`src/hdl/urd_pkg.sv`:
```
// ----------------------------------------------------------------------------
// urd_pkg
// Shared types, constants and the segment decoder of the ultrasonic ranger.
// ----------------------------------------------------------------------------
package urd_pkg;

    // default parameter values
    localparam int NUM_DIGITS_DEF  = 4;
    localparam int WIDTH_COUNT_DEF = 16;

    // configuration register indexes
    localparam logic [2:0] CFG_NEAR    = 3'd0;
    localparam logic [2:0] CFG_FAR     = 3'd1;
    localparam logic [2:0] CFG_SCALE   = 3'd2;
    localparam logic [2:0] CFG_HOLD    = 3'd3;
    localparam logic [2:0] CFG_TRIGGER = 3'd4;
    localparam int         CFG_IDX_W   = 3;
    localparam int         CFG_DATA_W  = 16;

    // reset values of the registers
    localparam logic [13:0] NEAR_RST    = 14'd10;
    localparam logic [13:0] FAR_RST     = 14'd200;
    localparam logic [15:0] SCALE_RST   = 16'd7812;
    localparam logic [7:0]  HOLD_RST    = 8'd47;
    localparam logic [3:0]  TRIGGER_RST = 4'd1;

    // ranging phases
    localparam logic [1:0] PH_TRIG = 2'd0;
    localparam logic [1:0] PH_WAIT = 2'd1;
    localparam logic [1:0] PH_MEAS = 2'd2;

    // arithmetic constants
    localparam logic [10:0] DIST_MUL   = 11'd1124;
    localparam int          DIST_SHR   = 10;
    localparam logic [13:0] DIST_MAX   = 14'd9999;
    localparam logic [7:0]  BAND_TOP   = 8'd205;
    localparam logic [7:0]  DEN_BASE   = 8'd210;
    // divide by ten: exact for values up to 9999
    localparam logic [12:0] DEC_RECIP  = 13'd6554;
    localparam int          DEC_SHR    = 16;
    localparam logic [13:0] DEC_BASE   = 14'd10;
    // divide by 25, rounded up: exact for numerators up to 65559
    localparam logic [16:0] NEAR_BIAS  = 17'd24;
    localparam logic [19:0] NEAR_RECIP = 20'd671089;
    localparam int          NEAR_SHR   = 24;
    localparam int          DIV_W      = 20;
    localparam int          DIVR_W     = 8;

    // controller to datapath commands
    typedef struct packed {
        logic accept;
        logic mul;
        logic dig_store;
        logic iv_go;
        logic iv_direct;
        logic iv_store;
        logic commit;
    } urd_cmd_t;

    // datapath to controller status
    typedef struct packed {
        logic capture;
        logic last_digit;
        logic iv_div;
        logic div_done;
        logic out_free;
    } urd_sts_t;

    // seven segment pattern, bit0 = segment a
    function automatic logic [6:0] urd_seg(input logic [3:0] d);
        logic [6:0] s;
        unique case (d)
            4'd0: s = 7'h3F;
            4'd1: s = 7'h06;
            4'd2: s = 7'h5B;
            4'd3: s = 7'h4F;
            4'd4: s = 7'h66;
            4'd5: s = 7'h6D;
            4'd6: s = 7'h7D;
            4'd7: s = 7'h07;
            4'd8: s = 7'h7F;
            4'd9: s = 7'h67;
            default: s = 7'h3F;
        endcase
        return s;
    endfunction

endpackage

```
`src/hdl/ultrasonic_ranger_display_top.sv`:
```
// ----------------------------------------------------------------------------
// ultrasonic_ranger_display_top
// Ultrasonic echo ranger with multiplexed seven-segment display and LED.
// ----------------------------------------------------------------------------
//  channel  | direction | handshake         | payload
//  s_       | in        | s_valid/s_ready   | echo level of one timer tick
//  m_       | out       | m_valid/m_ready   | trigger, segments, enables, led,
//           |           |                   | distance, new flag
//  cfg_     | in        | cfg_we            | cfg_index, cfg_data
//
// A tick without a capture goes from idle straight to the final step. A tick
// that captures a distance passes through the multiply, the digit state for
// each digit in turn and the interval selection; in the middle band, where the
// 20-step serial divider forms the interval, it then waits for the divider.
// A new beat is accepted once the previous one sits in the output register;
// a stalled output holds the next beat in its final step.
// Reset is synchronous and active low and needs no clearing pass.
// ----------------------------------------------------------------------------
module ultrasonic_ranger_display_top #(
    parameter int NUM_DIGITS       = urd_pkg::NUM_DIGITS_DEF,
    parameter int WIDTH_COUNT_BITS = urd_pkg::WIDTH_COUNT_DEF
) (
    input  logic                           aclk,
    input  logic                           aresetn,
    input  logic                           s_valid,
    output logic                           s_ready,
    input  logic                           s_echo_level,
    output logic                           m_valid,
    input  logic                           m_ready,
    output logic                           m_trigger_out,
    output logic [6:0]                     m_segment_lines,
    output logic [3:0]                     m_digit_enable_n,
    output logic                           m_led_out,
    output logic [13:0]                    m_distance_cm,
    output logic                           m_distance_new,
    input  logic                           cfg_we,
    input  logic [urd_pkg::CFG_IDX_W-1:0]  cfg_index,
    input  logic [urd_pkg::CFG_DATA_W-1:0] cfg_data
);
    urd_pkg::urd_cmd_t cmd;
    urd_pkg::urd_sts_t sts;

    urd_ctrl u_ctrl (
        .aclk    (aclk),
        .aresetn (aresetn),
        .s_valid (s_valid),
        .s_ready (s_ready),
        .sts     (sts),
        .cmd     (cmd)
    );

    urd_dp #(
        .NUM_DIGITS       (NUM_DIGITS),
        .WIDTH_COUNT_BITS (WIDTH_COUNT_BITS)
    ) u_dp (
        .aclk             (aclk),
        .aresetn          (aresetn),
        .cmd              (cmd),
        .sts              (sts),
        .s_echo_level     (s_echo_level),
        .cfg_we           (cfg_we),
        .cfg_index        (cfg_index),
        .cfg_data         (cfg_data),
        .m_valid          (m_valid),
        .m_ready          (m_ready),
        .m_trigger_out    (m_trigger_out),
        .m_segment_lines  (m_segment_lines),
        .m_digit_enable_n (m_digit_enable_n),
        .m_led_out        (m_led_out),
        .m_distance_cm    (m_distance_cm),
        .m_distance_new   (m_distance_new)
    );

`ifndef ASSERT_OFF
    // distance stays saturated
    a_dist_max: assert property (@(posedge aclk) disable iff (!aresetn)
        m_valid |-> m_distance_cm <= urd_pkg::DIST_MAX)
        else $error("distance above saturation limit");

    // at most one digit lit
    a_one_digit: assert property (@(posedge aclk) disable iff (!aresetn)
        m_valid |-> $countones(~m_digit_enable_n) <= 1)
        else $error("more than one digit enabled");

    // a capture never happens in the trigger phase
    a_new_no_trig: assert property (@(posedge aclk) disable iff (!aresetn)
        (m_valid && m_distance_new) |-> !m_trigger_out)
        else $error("capture during trigger phase");
`endif
endmodule

```
`src/hdl/urd_div.sv`:
```
// ----------------------------------------------------------------------------
// urd_div
// Restoring serial divider, one quotient bit per cycle.
// ----------------------------------------------------------------------------
module urd_div #(
    parameter int DW = urd_pkg::DIV_W,
    parameter int VW = urd_pkg::DIVR_W
) (
    input  logic          aclk,
    input  logic          aresetn,
    input  logic          start,
    input  logic [DW-1:0] dividend,
    input  logic [VW-1:0] divisor,
    output logic          done,
    output logic [DW-1:0] quot
);
    localparam int CW = $clog2(DW + 1);

    logic [DW-1:0] dvd_reg;
    logic [VW-1:0] rem_reg, dsr_reg;
    logic [CW-1:0] cnt_reg;
    logic          run_reg, done_reg;
    logic [VW:0]   trial;
    logic          fits;

    // trial subtraction of the next bit
    assign trial = {rem_reg, dvd_reg[DW-1]};
    assign fits  = trial >= {1'b0, dsr_reg};

    // control: run for DW steps, then pulse done
    always_ff @(posedge aclk) begin
        if (!aresetn) begin
            run_reg  <= 1'b0;
            done_reg <= 1'b0;
            cnt_reg  <= '0;
        end else begin
            done_reg <= 1'b0;
            if (start) begin
                run_reg <= 1'b1;
                cnt_reg <= CW'(DW);
            end else if (run_reg) begin
                cnt_reg <= cnt_reg - 1'b1;
                if (cnt_reg == CW'(1)) begin
                    run_reg  <= 1'b0;
                    done_reg <= 1'b1;
                end
            end
        end
    end

    // shift the dividend out and the quotient in
    always_ff @(posedge aclk) begin
        if (start) begin
            dvd_reg <= dividend;
            dsr_reg <= divisor;
            rem_reg <= '0;
        end else if (run_reg) begin
            dvd_reg <= {dvd_reg[DW-2:0], fits};
            rem_reg <= fits ? VW'(trial - {1'b0, dsr_reg}) : trial[VW-1:0];
        end
    end

    assign done = done_reg;
    assign quot = dvd_reg;
endmodule

```
`src/hdl/urd_ctrl.sv`:
```
// ----------------------------------------------------------------------------
// urd_ctrl
// Sequencer: ranging step, distance scaling, digit split, interval, output.
// ----------------------------------------------------------------------------
module urd_ctrl (
    input  logic             aclk,
    input  logic             aresetn,
    input  logic             s_valid,
    output logic             s_ready,
    input  urd_pkg::urd_sts_t sts,
    output urd_pkg::urd_cmd_t cmd
);
    localparam logic [2:0] ST_IDLE   = 3'd0;
    localparam logic [2:0] ST_MUL    = 3'd1;
    localparam logic [2:0] ST_DIGIT  = 3'd2;
    localparam logic [2:0] ST_IVSEL  = 3'd3;
    localparam logic [2:0] ST_IVWAIT = 3'd4;
    localparam logic [2:0] ST_FIN    = 3'd5;

    logic [2:0] state_reg, state_next;

    // next state and commands
    always_comb begin
        state_next = state_reg;
        cmd        = '0;
        s_ready    = 1'b0;
        unique case (state_reg)
            ST_IDLE: begin
                s_ready = 1'b1;
                if (s_valid) begin
                    cmd.accept = 1'b1;
                    state_next = sts.capture ? ST_MUL : ST_FIN;
                end
            end
            ST_MUL: begin
                cmd.mul    = 1'b1;
                state_next = ST_DIGIT;
            end
            // one decimal digit per cycle, least significant first
            ST_DIGIT: begin
                cmd.dig_store = 1'b1;
                state_next    = sts.last_digit ? ST_IVSEL : ST_DIGIT;
            end
            ST_IVSEL: begin
                if (sts.iv_div) begin
                    cmd.iv_go  = 1'b1;
                    state_next = ST_IVWAIT;
                end else begin
                    cmd.iv_direct = 1'b1;
                    state_next    = ST_FIN;
                end
            end
            ST_IVWAIT: begin
                if (sts.div_done) begin
                    cmd.iv_store = 1'b1;
                    state_next   = ST_FIN;
                end
            end
            ST_FIN: begin
                if (sts.out_free) begin
                    cmd.commit = 1'b1;
                    state_next = ST_IDLE;
                end
            end
            default: state_next = ST_IDLE;
        endcase
    end

    always_ff @(posedge aclk) begin
        if (!aresetn) begin
            state_reg <= ST_IDLE;
        end else begin
            state_reg <= state_next;
        end
    end
endmodule

```
`src/hdl/urd_dp.sv`:
```
// ----------------------------------------------------------------------------
// urd_dp
// Datapath: ranging counters, distance, digits, blink and display scan.
// ----------------------------------------------------------------------------
module urd_dp #(
    parameter int NUM_DIGITS       = urd_pkg::NUM_DIGITS_DEF,
    parameter int WIDTH_COUNT_BITS = urd_pkg::WIDTH_COUNT_DEF
) (
    input  logic                             aclk,
    input  logic                             aresetn,
    input  urd_pkg::urd_cmd_t                cmd,
    output urd_pkg::urd_sts_t                sts,
    input  logic                             s_echo_level,
    input  logic                             cfg_we,
    input  logic [urd_pkg::CFG_IDX_W-1:0]    cfg_index,
    input  logic [urd_pkg::CFG_DATA_W-1:0]   cfg_data,
    output logic                             m_valid,
    input  logic                             m_ready,
    output logic                             m_trigger_out,
    output logic [6:0]                       m_segment_lines,
    output logic [3:0]                       m_digit_enable_n,
    output logic                             m_led_out,
    output logic [13:0]                      m_distance_cm,
    output logic                             m_distance_new
);
    localparam int WC = WIDTH_COUNT_BITS;
    localparam int PW = WC + 11;
    localparam int SW = (NUM_DIGITS > 1) ? $clog2(NUM_DIGITS) : 1;
    localparam int DW = urd_pkg::DIV_W;
    localparam int VW = urd_pkg::DIVR_W;

    // configuration
    logic [13:0] near_reg, far_reg;
    logic [15:0] scale_reg;
    logic [7:0]  hold_cfg_reg;
    logic [3:0]  trig_cfg_reg;

    // ranging and captured state
    logic [1:0]    phase_reg, phase_next;
    logic [WC-1:0] cnt_reg, cnt_next, c1, width_reg;
    logic          trig_reg, trig_next, fresh_reg, capture_now;
    logic [13:0]   dist_reg;
    logic [3:0]    digit_store [NUM_DIGITS];
    logic [SW-1:0] dig_idx_reg;
    logic [13:0]   dig_val_reg;
    logic [15:0]   iv_reg, bcnt_reg;
    logic          led_reg;
    logic [SW-1:0] scan_reg;
    logic [7:0]    hold_reg;

    // output register
    logic          mv_reg;
    logic          o_trig_reg, o_led_reg, o_new_reg;
    logic [6:0]    o_seg_reg;
    logic [3:0]    o_en_reg;
    logic [13:0]   o_dist_reg;

    // configuration writes
    always_ff @(posedge aclk) begin
        if (!aresetn) begin
            near_reg     <= urd_pkg::NEAR_RST;
            far_reg      <= urd_pkg::FAR_RST;
            scale_reg    <= urd_pkg::SCALE_RST;
            hold_cfg_reg <= urd_pkg::HOLD_RST;
            trig_cfg_reg <= urd_pkg::TRIGGER_RST;
        end else if (cfg_we) begin
            priority case (cfg_index)
                urd_pkg::CFG_NEAR:    near_reg     <= cfg_data[13:0];
                urd_pkg::CFG_FAR:     far_reg      <= cfg_data[13:0];
                urd_pkg::CFG_SCALE:   scale_reg    <= cfg_data;
                urd_pkg::CFG_HOLD:    hold_cfg_reg <= cfg_data[7:0];
                urd_pkg::CFG_TRIGGER: trig_cfg_reg <= cfg_data[3:0];
                default: ;
            endcase
        end
    end

    // ranging step for the beat on the input
    always_comb begin
        phase_next  = phase_reg;
        cnt_next    = cnt_reg;
        trig_next   = 1'b0;
        capture_now = 1'b0;
        c1          = cnt_reg + 1'b1;
        unique case (phase_reg)
            urd_pkg::PH_WAIT: begin
                if (s_echo_level) begin
                    phase_next = urd_pkg::PH_MEAS;
                    cnt_next   = '0;
                end
            end
            urd_pkg::PH_MEAS: begin
                cnt_next = c1;
                if (!s_echo_level) begin
                    capture_now = (c1 != '0);
                    phase_next  = urd_pkg::PH_TRIG;
                    cnt_next    = '0;
                end
            end
            default: begin
                trig_next = 1'b1;
                cnt_next  = c1;
                if (c1 >= WC'((trig_cfg_reg == 4'd0) ? 4'd1 : trig_cfg_reg)) begin
                    phase_next = urd_pkg::PH_WAIT;
                    cnt_next   = '0;
                end
            end
        endcase
    end

    always_ff @(posedge aclk) begin
        if (!aresetn) begin
            phase_reg <= urd_pkg::PH_TRIG;
            cnt_reg   <= '0;
        end else if (cmd.accept) begin
            phase_reg <= phase_next;
            cnt_reg   <= cnt_next;
        end
    end

    always_ff @(posedge aclk) begin
        if (cmd.accept) begin
            trig_reg  <= trig_next;
            fresh_reg <= capture_now;
            width_reg <= c1;
        end
    end

    // distance scaling with saturation
    logic [PW-1:0] prod, prod_sh;
    assign prod    = PW'(width_reg) * PW'(urd_pkg::DIST_MUL);
    assign prod_sh = prod >> urd_pkg::DIST_SHR;

    // decimal split: divide by ten with a reciprocal multiply
    logic [26:0] dig_prod;
    logic [13:0] dig_quo, dig_rem;
    assign dig_prod = 27'(dig_val_reg) * 27'(urd_pkg::DEC_RECIP);
    assign dig_quo  = 14'(dig_prod >> urd_pkg::DEC_SHR);
    assign dig_rem  = dig_val_reg - dig_quo * urd_pkg::DEC_BASE;

    // interval selection
    logic [15:0]   scale1;
    logic [16:0]   twice;
    logic [15:0]   iv_direct;
    logic          far_side, near_side;
    logic [7:0]    den;
    logic [16:0]   near_num;
    logic [36:0]   near_prod;
    logic [15:0]   near_iv;
    logic [DW-1:0] div_dvd, q_sat_src;
    logic [VW-1:0] div_dsr;
    logic          div_start, div_done;
    logic [DW-1:0] div_q;

    assign scale1    = (scale_reg == 16'd0) ? 16'd1 : scale_reg;
    assign twice     = {scale1, 1'b0};
    assign far_side  = dist_reg > far_reg;
    assign near_side = dist_reg < near_reg;
    assign den       = urd_pkg::DEN_BASE - dist_reg[7:0];

    // near band: scale / 25 rounded up, by reciprocal multiply
    assign near_num  = {1'b0, scale1} + urd_pkg::NEAR_BIAS;
    assign near_prod = 37'(near_num) * 37'(urd_pkg::NEAR_RECIP);
    assign near_iv   = 16'(near_prod >> urd_pkg::NEAR_SHR);
    assign iv_direct = (!far_side && near_side) ? near_iv :
                       (twice[16] ? 16'hFFFF : twice[15:0]);

    always_comb begin
        sts.capture    = capture_now;
        sts.last_digit = (dig_idx_reg == '0);
        sts.iv_div     = !far_side && !near_side &&
                         (dist_reg < 14'(urd_pkg::BAND_TOP));
        sts.div_done   = div_done;
        sts.out_free   = !mv_reg || m_ready;
    end

    // middle band: scale * 10 / (210 - d) rounded up, on the serial divider
    assign div_dvd   = DW'(scale1) * DW'(10) + DW'(den) - DW'(1);
    assign div_dsr   = den;
    assign div_start = cmd.iv_go;
    assign q_sat_src = div_q;

    urd_div #(.DW(DW), .VW(VW)) u_div (
        .aclk     (aclk),
        .aresetn  (aresetn),
        .start    (div_start),
        .dividend (div_dvd),
        .divisor  (div_dsr),
        .done     (div_done),
        .quot     (div_q)
    );

    // captured distance, digits and interval
    always_ff @(posedge aclk) begin
        if (!aresetn) begin
            dist_reg <= '0;
            iv_reg   <= urd_pkg::SCALE_RST;
            for (int k = 0; k < NUM_DIGITS; k++) digit_store[k] <= '0;
        end else begin
            if (cmd.mul) begin
                dist_reg <= (prod_sh > PW'(urd_pkg::DIST_MAX)) ?
                            urd_pkg::DIST_MAX : prod_sh[13:0];
            end
            if (cmd.dig_store) digit_store[dig_idx_reg] <= dig_rem[3:0];
            if (cmd.iv_direct) iv_reg <= iv_direct;
            if (cmd.iv_store) begin
                iv_reg <= (q_sat_src > DW'(16'hFFFF)) ? 16'hFFFF :
                          (q_sat_src == '0) ? 16'd1 : q_sat_src[15:0];
            end
        end
    end

    // walk the digits from least significant up
    always_ff @(posedge aclk) begin
        if (cmd.mul) begin
            dig_idx_reg <= SW'(NUM_DIGITS - 1);
            dig_val_reg <= (prod_sh > PW'(urd_pkg::DIST_MAX)) ?
                           urd_pkg::DIST_MAX : prod_sh[13:0];
        end else if (cmd.dig_store) begin
            dig_idx_reg <= dig_idx_reg - 1'b1;
            dig_val_reg <= dig_quo;
        end
    end

    // blink and scan update for the finished beat
    logic [15:0]   bc1;
    logic          toggle;
    logic [SW-1:0] si;
    logic [3:0]    digit;
    logic [7:0]    h1;
    logic          step;

    assign bc1    = bcnt_reg + 1'b1;
    assign toggle = bc1 >= iv_reg;
    assign si     = (32'(scan_reg) >= NUM_DIGITS) ? '0 : scan_reg;
    assign digit  = (digit_store[si] > 4'd9) ? 4'd0 : digit_store[si];
    assign h1     = hold_reg + 1'b1;
    assign step   = h1 >= ((hold_cfg_reg == 8'd0) ? 8'd1 : hold_cfg_reg);

    always_ff @(posedge aclk) begin
        if (!aresetn) begin
            bcnt_reg <= '0;
            led_reg  <= 1'b0;
            scan_reg <= '0;
            hold_reg <= '0;
        end else if (cmd.commit) begin
            bcnt_reg <= toggle ? 16'd0 : bc1;
            led_reg  <= led_reg ^ toggle;
            hold_reg <= step ? 8'd0 : h1;
            if (step) begin
                scan_reg <= (32'(si) == NUM_DIGITS - 1) ? '0 : si + 1'b1;
            end else begin
                scan_reg <= si;
            end
        end
    end

    // output register: hold until the beat is taken
    always_ff @(posedge aclk) begin
        if (!aresetn) begin
            mv_reg <= 1'b0;
        end else if (cmd.commit) begin
            mv_reg <= 1'b1;
        end else if (m_ready) begin
            mv_reg <= 1'b0;
        end
    end

    always_ff @(posedge aclk) begin
        if (cmd.commit) begin
            o_trig_reg <= trig_reg;
            o_seg_reg  <= urd_pkg::urd_seg(digit);
            o_en_reg   <= ~(4'b0001 << si);
            o_led_reg  <= led_reg ^ toggle;
            o_dist_reg <= dist_reg;
            o_new_reg  <= fresh_reg;
        end
    end

    assign m_valid          = mv_reg;
    assign m_trigger_out    = o_trig_reg;
    assign m_segment_lines  = o_seg_reg;
    assign m_digit_enable_n = o_en_reg;
    assign m_led_out        = o_led_reg;
    assign m_distance_cm    = o_dist_reg;
    assign m_distance_new   = o_new_reg;
endmodule
```
`config.mk`:
```
export PLATFORM = sky130hd
export DESIGN_NAME = ultrasonic_ranger_display_top
export DESIGN_NICKNAME = d
export VERILOG_FILES = /design/src/hdl/urd_pkg.sv /design/src/hdl/ultrasonic_ranger_display_top.sv /design/src/hdl/urd_div.sv /design/src/hdl/urd_ctrl.sv /design/src/hdl/urd_dp.sv
export SDC_FILE = /design/constraint.sdc
export NUM_CORES = 1
export LEC_CHECK = 0
export ABC_CLOCK_PERIOD_IN_PS = 8700
export BUFFER_PORTS_ARGS = -buffer_cell sky130_fd_sc_hd__buf_2
export CAP_MARGIN = 20
export CORE_MARGIN = 3
export CORE_UTILIZATION = 66
export CTS_BUF_LIST = sky130_fd_sc_hd__clkbuf_8
export DETAILED_ROUTE_END_ITERATION = 16
export PLACE_DENSITY = 0.83
export SLEW_MARGIN = 25
export SYNTH_ARGS = -nofsm -noshare
export SYNTH_HDL_FRONTEND = slang
export SYNTH_HIERARCHICAL = 1
export SYNTH_SLANG_ARGS = --single-unit
export TNS_END_PERCENT = 30
```
`constraint.sdc`:
```
create_clock -name aclk -period 8.7 [get_ports aclk]
set_clock_uncertainty 0.2 [all_clocks]
set_input_delay 1.74 -clock aclk [delete_from_list [all_inputs] [get_ports aclk]]
set_output_delay 1.74 -clock aclk [all_outputs]
set_load 0.05 [all_outputs]
```
==> results of run 1 <==
[worst register-to-register path, delay by kind of cell, from the launching register on]
family | cells | cell delay, ps
AO/OA/AOI/OAI | 6 | 1330
XOR/XNOR | 1 | 280
adder cells (fa/ha/maj) | 7 | 3530
flip-flops | 1 | 440
buffers and inverters | 4 | 630
AND/OR/NAND/NOR | 7 | 1740
[area by class of cell]
class	instances	area, sq um
clock buffer	53	729.5
inverter	490	1839
clock inverter	31	175.2
sequential	258	6206
tap	511	639.4
fill	2832	10780
timing repair buffer	74	420.4
multi-input combinational	1895	17050
antenna	2	5.005
[placed cells by master (no fill, tap or decap), types with 7 or more instances in the layout]
cell,instances
or2_2,13
o211ai_1,21
edfxtp_1,104
a211o_1,7
nor4_1,19
ha_1,441
mux2_2,21
nor2b_1,22
nor3_1,31
o22ai_1,10
inv_1,501
a21o_1,43
nand4_1,14
fa_1,181
and4_1,8
o21ai_0,78
xnor2_1,73
and3_1,28
buf_2,54
o21a_1,16
or3_1,14
a31oi_1,13
a21oi_1,131
buf_4,20
nor2_1,139
nand3_1,49
mux2i_1,15
clkinv_2,11
nand2b_1,21
clkbuf_8,53
and2_1,15
nand2_1,221
nor3b_1,7
o31ai_1,7
a211oi_1,27
xor2_1,65
dfxtp_1,154
o21ai_1,7
[per-layer routing]
metal,up-vias,routed length (um),track usage (%)
met4,8,1747,9.725
met3,150,5030,5.991
met5,-,65,0
met2,764,28480,50.08
met1,9348,26040,40.66
li1,9303,-,-
[kinds of logic after synthesis]
| kind of cell | count (synthesis) | synth area share, % |
|---|---|---|
| xor+xnor | 139 | 4.780 |
| mux | 40 | 1.872 |
| simple gates | 639 | 12.32 |
| compound gates | 455 | 12.03 |
| flops | 258 | 24.37 |
| buf+inv | 574 | 8.740 |
| fa+ha+maj | 622 | 35.89 |
[what timing repair did]
item / in CTS / in global routing
gates resized for setup: 0 / 1
hold endpoints to repair: 0 / 0
endpoints found under the setup margin: 0 / 8
[metrics by stage]
stage / hold WS, ps / area [sq um] / setup TNS (ps) / instances / utilization, %
final: 223.1 / 27060 / 0 / 3314 / 71.51
after global routing: 241.9 / 27060 / -10.97 / 3313 / 71.50
after CTS: 224.4 / 27050 / 0 / 3312 / 71.47
after detailed placement: 206.8 / 26140 / 0 / 3228 / 69.08
after global placement: 209.6 / 26140 / 0 / 3228 / 69.08
after floorplan: 200.3 / 25470 / 0 / 2727 / -
[worst paths after layout]
path | startpoint | end | slack, ps
max reg2reg | u_dp/scale_reg[1] | u_dp/iv_reg[5] | 440
min | u_dp/trig_reg | u_dp/m_trigger_out | 220
min reg2reg | u_dp/trig_reg | u_dp/m_trigger_out | 220
max | u_dp/scale_reg[1] | u_dp/iv_reg[5] | 440
==> out/metrics.cfg, run 1 <==
[status]
status=finished clean

[logic_synthesis]
ys_types=95
synth_top_area_share_pct=21.67
synth_area_leaders=ha_1 22%, fa_1 14%, edfxtp_1 12%
ys_ff_latch=258
synth_nets=3374
synth_flop_cell=dfxtp_1
synth_most_common_cell=inv_1
yosys.area.top_type=ha_1
syn_area_sq_um=25470
avgSynthCellArea_sq_um=9.339
ys_seq_area_share_pct=24.37
synth-edff-count=104
yosys-top-cells-count=490 x inv_1, 441 x ha_1, 221 x nand2_1
synthCells=2727
ys_async_sr_fraction_pct=0
ys_warn_count=6

[cts]
cts_buffers=45
clk_latency_ps=620
clk_pin_slew_ps=60
h-tree-depth=2
clock_sinks=258
clk_path_buf_depth=3
cts-root-buf=clkbuf_8
cts_tree=built
postCtsSetupBuffers=0
ctsHoldBuffers=0

[sta]
min_period_over_period_pct=94.94
worst_slack_ps=440.3
worst_pin_slew_ps=974.7
slew_violations=0
setup-violations-final=0
max_freq_mhz=121.1
timing.final.hold_violations=0
relSlewSlack_pct=35.02
period_minus_slack_ps=8260

[die]
start_util_pct=67.30
num_io_pins=55
die_w_um=202.4
core_area_sq_um=37840
row_count=71
die_area_sq_um=40980
die_h_um=202.4

[detailed_routing]
wl_per_cell_um=18.52
via_count=19570
drtIter0Drc=1493
viasPerCell=5.906
first_pass_iters=6
drt-total-wl_mm=61.36
final_antenna_net_count=0
drc_errors=0

[grt]
antenna_found_initial=6
grt_max_degree=70
grt_usage_pct=30.39
grt_pass1_wl_mm=101.2
grt_pass1_vias=20170
globalRouteOverflowTotal=0

[finish]
largest_reg_flops=20
synthToLayoutAreaGrowth_pct=6.259
drive_above_1_share_pct=7.997
fin_nets=3411

[placement]
dp_slack_ps=261.4
io_buffers=54
gp_congestion=0.9580
dpl.hpwl_mm=48.93

[setup_path]
startpoint_type=register
crit_required_ps=8980
cpLargestDelayFamily=adder cells
critPathBufInv=4
crit_fanout=9
crit_top_cell=fa_1
cpMaxStageDelayCell=fa_1
cpPeakStageDelay_ps=590
worstSetupPathType=register to register
reg2reg_depth=25
arrival_ps=8540
worstSetupEndpointType=register
path_depth=25

[min_path]
hold_class=register to register
holdPathStages=0

[job]
drv_cap=0

Power of run 1 is left out: the tool's default activity adds up to more than one toggle a clock period on the data nets, which glitch-free logic cannot reach.
==> run 2: changes to the inputs <==
--- a/config.mk
+++ b/config.mk
@@ -9,10 +9,9 @@
 export BUFFER_PORTS_ARGS = -buffer_cell sky130_fd_sc_hd__buf_2
 export CAP_MARGIN = 20
 export CORE_MARGIN = 3
-export CORE_UTILIZATION = 66
-export CTS_BUF_LIST = sky130_fd_sc_hd__clkbuf_8
+export CORE_UTILIZATION = 65
 export DETAILED_ROUTE_END_ITERATION = 16
-export PLACE_DENSITY = 0.83
+export PLACE_DENSITY = 0.82
 export SLEW_MARGIN = 25
 export SYNTH_ARGS = -nofsm -noshare
 export SYNTH_HDL_FRONTEND = slang
==> run 2 against run 1 <==
The run now ends with DRC left; core utilization decreased by 0.21 points; register-to-register slack improved by 140 ps; critical path type unchanged; sequential share of layout area decreased by 0.093 points; global-route usage decreased by 0.94 points; die area increased by 1.5%; final cell count decreased by 1.0%; count of clock-buffer cells in the layout decreased by 22; critical endpoint unchanged.
==> out/metrics.cfg, run 2 (same netlist as run 1, synthesis figures left out) <==
[cts]
postCtsSetupBuffers=0
cts_buffers=28
clock_sinks=258
h-tree-depth=1
cts-root-buf=clkbuf_16
cts_tree=built
cts_resized=0
clk_pin_slew_ps=60
ctsHoldBuffers=0
clk_latency_ps=560
clk_path_buf_depth=3

[sta]
setup-violations-final=0
period_minus_slack_ps=8118
min_period_over_period_pct=93.31
worst_pin_slew_ps=1001
finalSetupTns_ps=0
grt_setup_unrepaired=false
relSlewSlack_pct=33.27
slew_violations=0
timing.final.hold_violations=0
max_freq_mhz=123.2

[setup_path]
worstSetupPathType=register to register
startpoint_type=register
cpPeakStageDelay_ps=580
arrival_ps=8360
cpMaxStageDelayCell=fa_1
worstSetupEndpointType=register
crit_required_ps=8940
crit_fanout=7
crit_top_cell=fa_1

[grt]
grt_pass1_wl_mm=99.36
globalRouteOverflowTotal=0
grt_max_degree=67
antenna_found_initial=8
grt_usage_pct=29.45
grt_pass1_vias=19570

[detailed_routing]
viasPerCell=5.903
via_count=19370
final_antenna_net_count=0
drt-total-wl_mm=60.49
first_pass_iters=12
wl_per_cell_um=18.44
drc_errors=2
drtIter0Drc=1397

[finish]
synthToLayoutAreaGrowth_pct=6.691
drive_above_1_share_pct=7.300
largest_reg_flops=20
fin_nets=3392
num-fill-cells=2754
mostFrequentLayoutCells=489 x inv_1, 441 x ha_1, 221 x nand2_1
final_common_cell=inv_1

[die]
num_io_pins=55
core_area_sq_um=38110
row_count=71
die_area_sq_um=41590
die_h_um=203.9
die_w_um=203.9
start_util_pct=66.83

[placement]
io_buffers=54
gp_congestion=0.9611
dpl.hpwl_mm=48.30

[job]
drv_cap=0

[status]
violations=DRC
status=complete, but fails checks

[min_path]
hold_class=register to register

## run 2: cell types whose count changed in the layout (fill, tap and decap cells not counted), moves of 4 or more
cell / before / now
bufinv_16: 1 / 7
clkbuf_16: 0 / 29
clkbuf_8: 53 / 0
clkinv_2: 11 / 7
inv_1: 501 / 489
## run 2: final timing paths
kind,start,cells past startpoint,end,slack [ps]
max reg2reg,u_dp/scale_reg[2],27,u_dp/iv_reg[5],580
max,u_dp/scale_reg[2],27,u_dp/iv_reg[5],580
min,u_dp/trig_reg,0,u_dp/m_trigger_out,220
min reg2reg,u_dp/trig_reg,0,u_dp/m_trigger_out,220
## run 2: metrics by stage
step                      area [sq um]  std cells  util [%]  hold WS (ps)  setup WS [ps]
after floorplan                  25470       2727         -         200.3          965.7
after global placement           26130       3226     68.56         203.0          503.5
after detailed placement         26130       3226     68.56         206.4          307.1
after CTS                        27150       3278     71.24         223.2          274.5
after global routing             27170       3280     71.29         242.9          79.00
final                            27170       3281     71.30         220.5          582.4
## run 2: area by class of cell
cell class                 count  area (sq um)  share of cell area, %
antenna                        3         7.507                0.02763
multi-input combinational   1895         17050                  62.75
sequential                   258          6206                  22.84
timing repair buffer          72         405.4                  1.492
tap                          511         639.4                  2.353
inverter                     490          1839                  6.769
clock inverter                21         290.3                  1.068
clock buffer                  31         733.2                  2.698
## run 2: worst max-delay path, delay by kind of cell (launching register included)
| kind | cells | cell delay (ps) |
|---|---|---|
| buffers and inverters | 4 | 420 |
| XOR/XNOR | 1 | 270 |
| AO/OA/AOI/OAI | 5 | 990 |
| adder cells (fa/ha/maj) | 9 | 3960 |
| AND/OR/NAND/NOR | 8 | 1790 |
| flip-flops | 1 | 350 |
## run 2: routing by layer
layer,up-vias,track usage [%],wire length (um),part of all wire (%)
met5,-,0,69,0.11
met4,10,7.520,1595,2.6
met3,139,6.976,4816,8.0
met2,625,48.10,27760,46
met1,9330,39.82,26250,43
li1,9265,-,-,-
Power of run 2 is left out for the same reason.
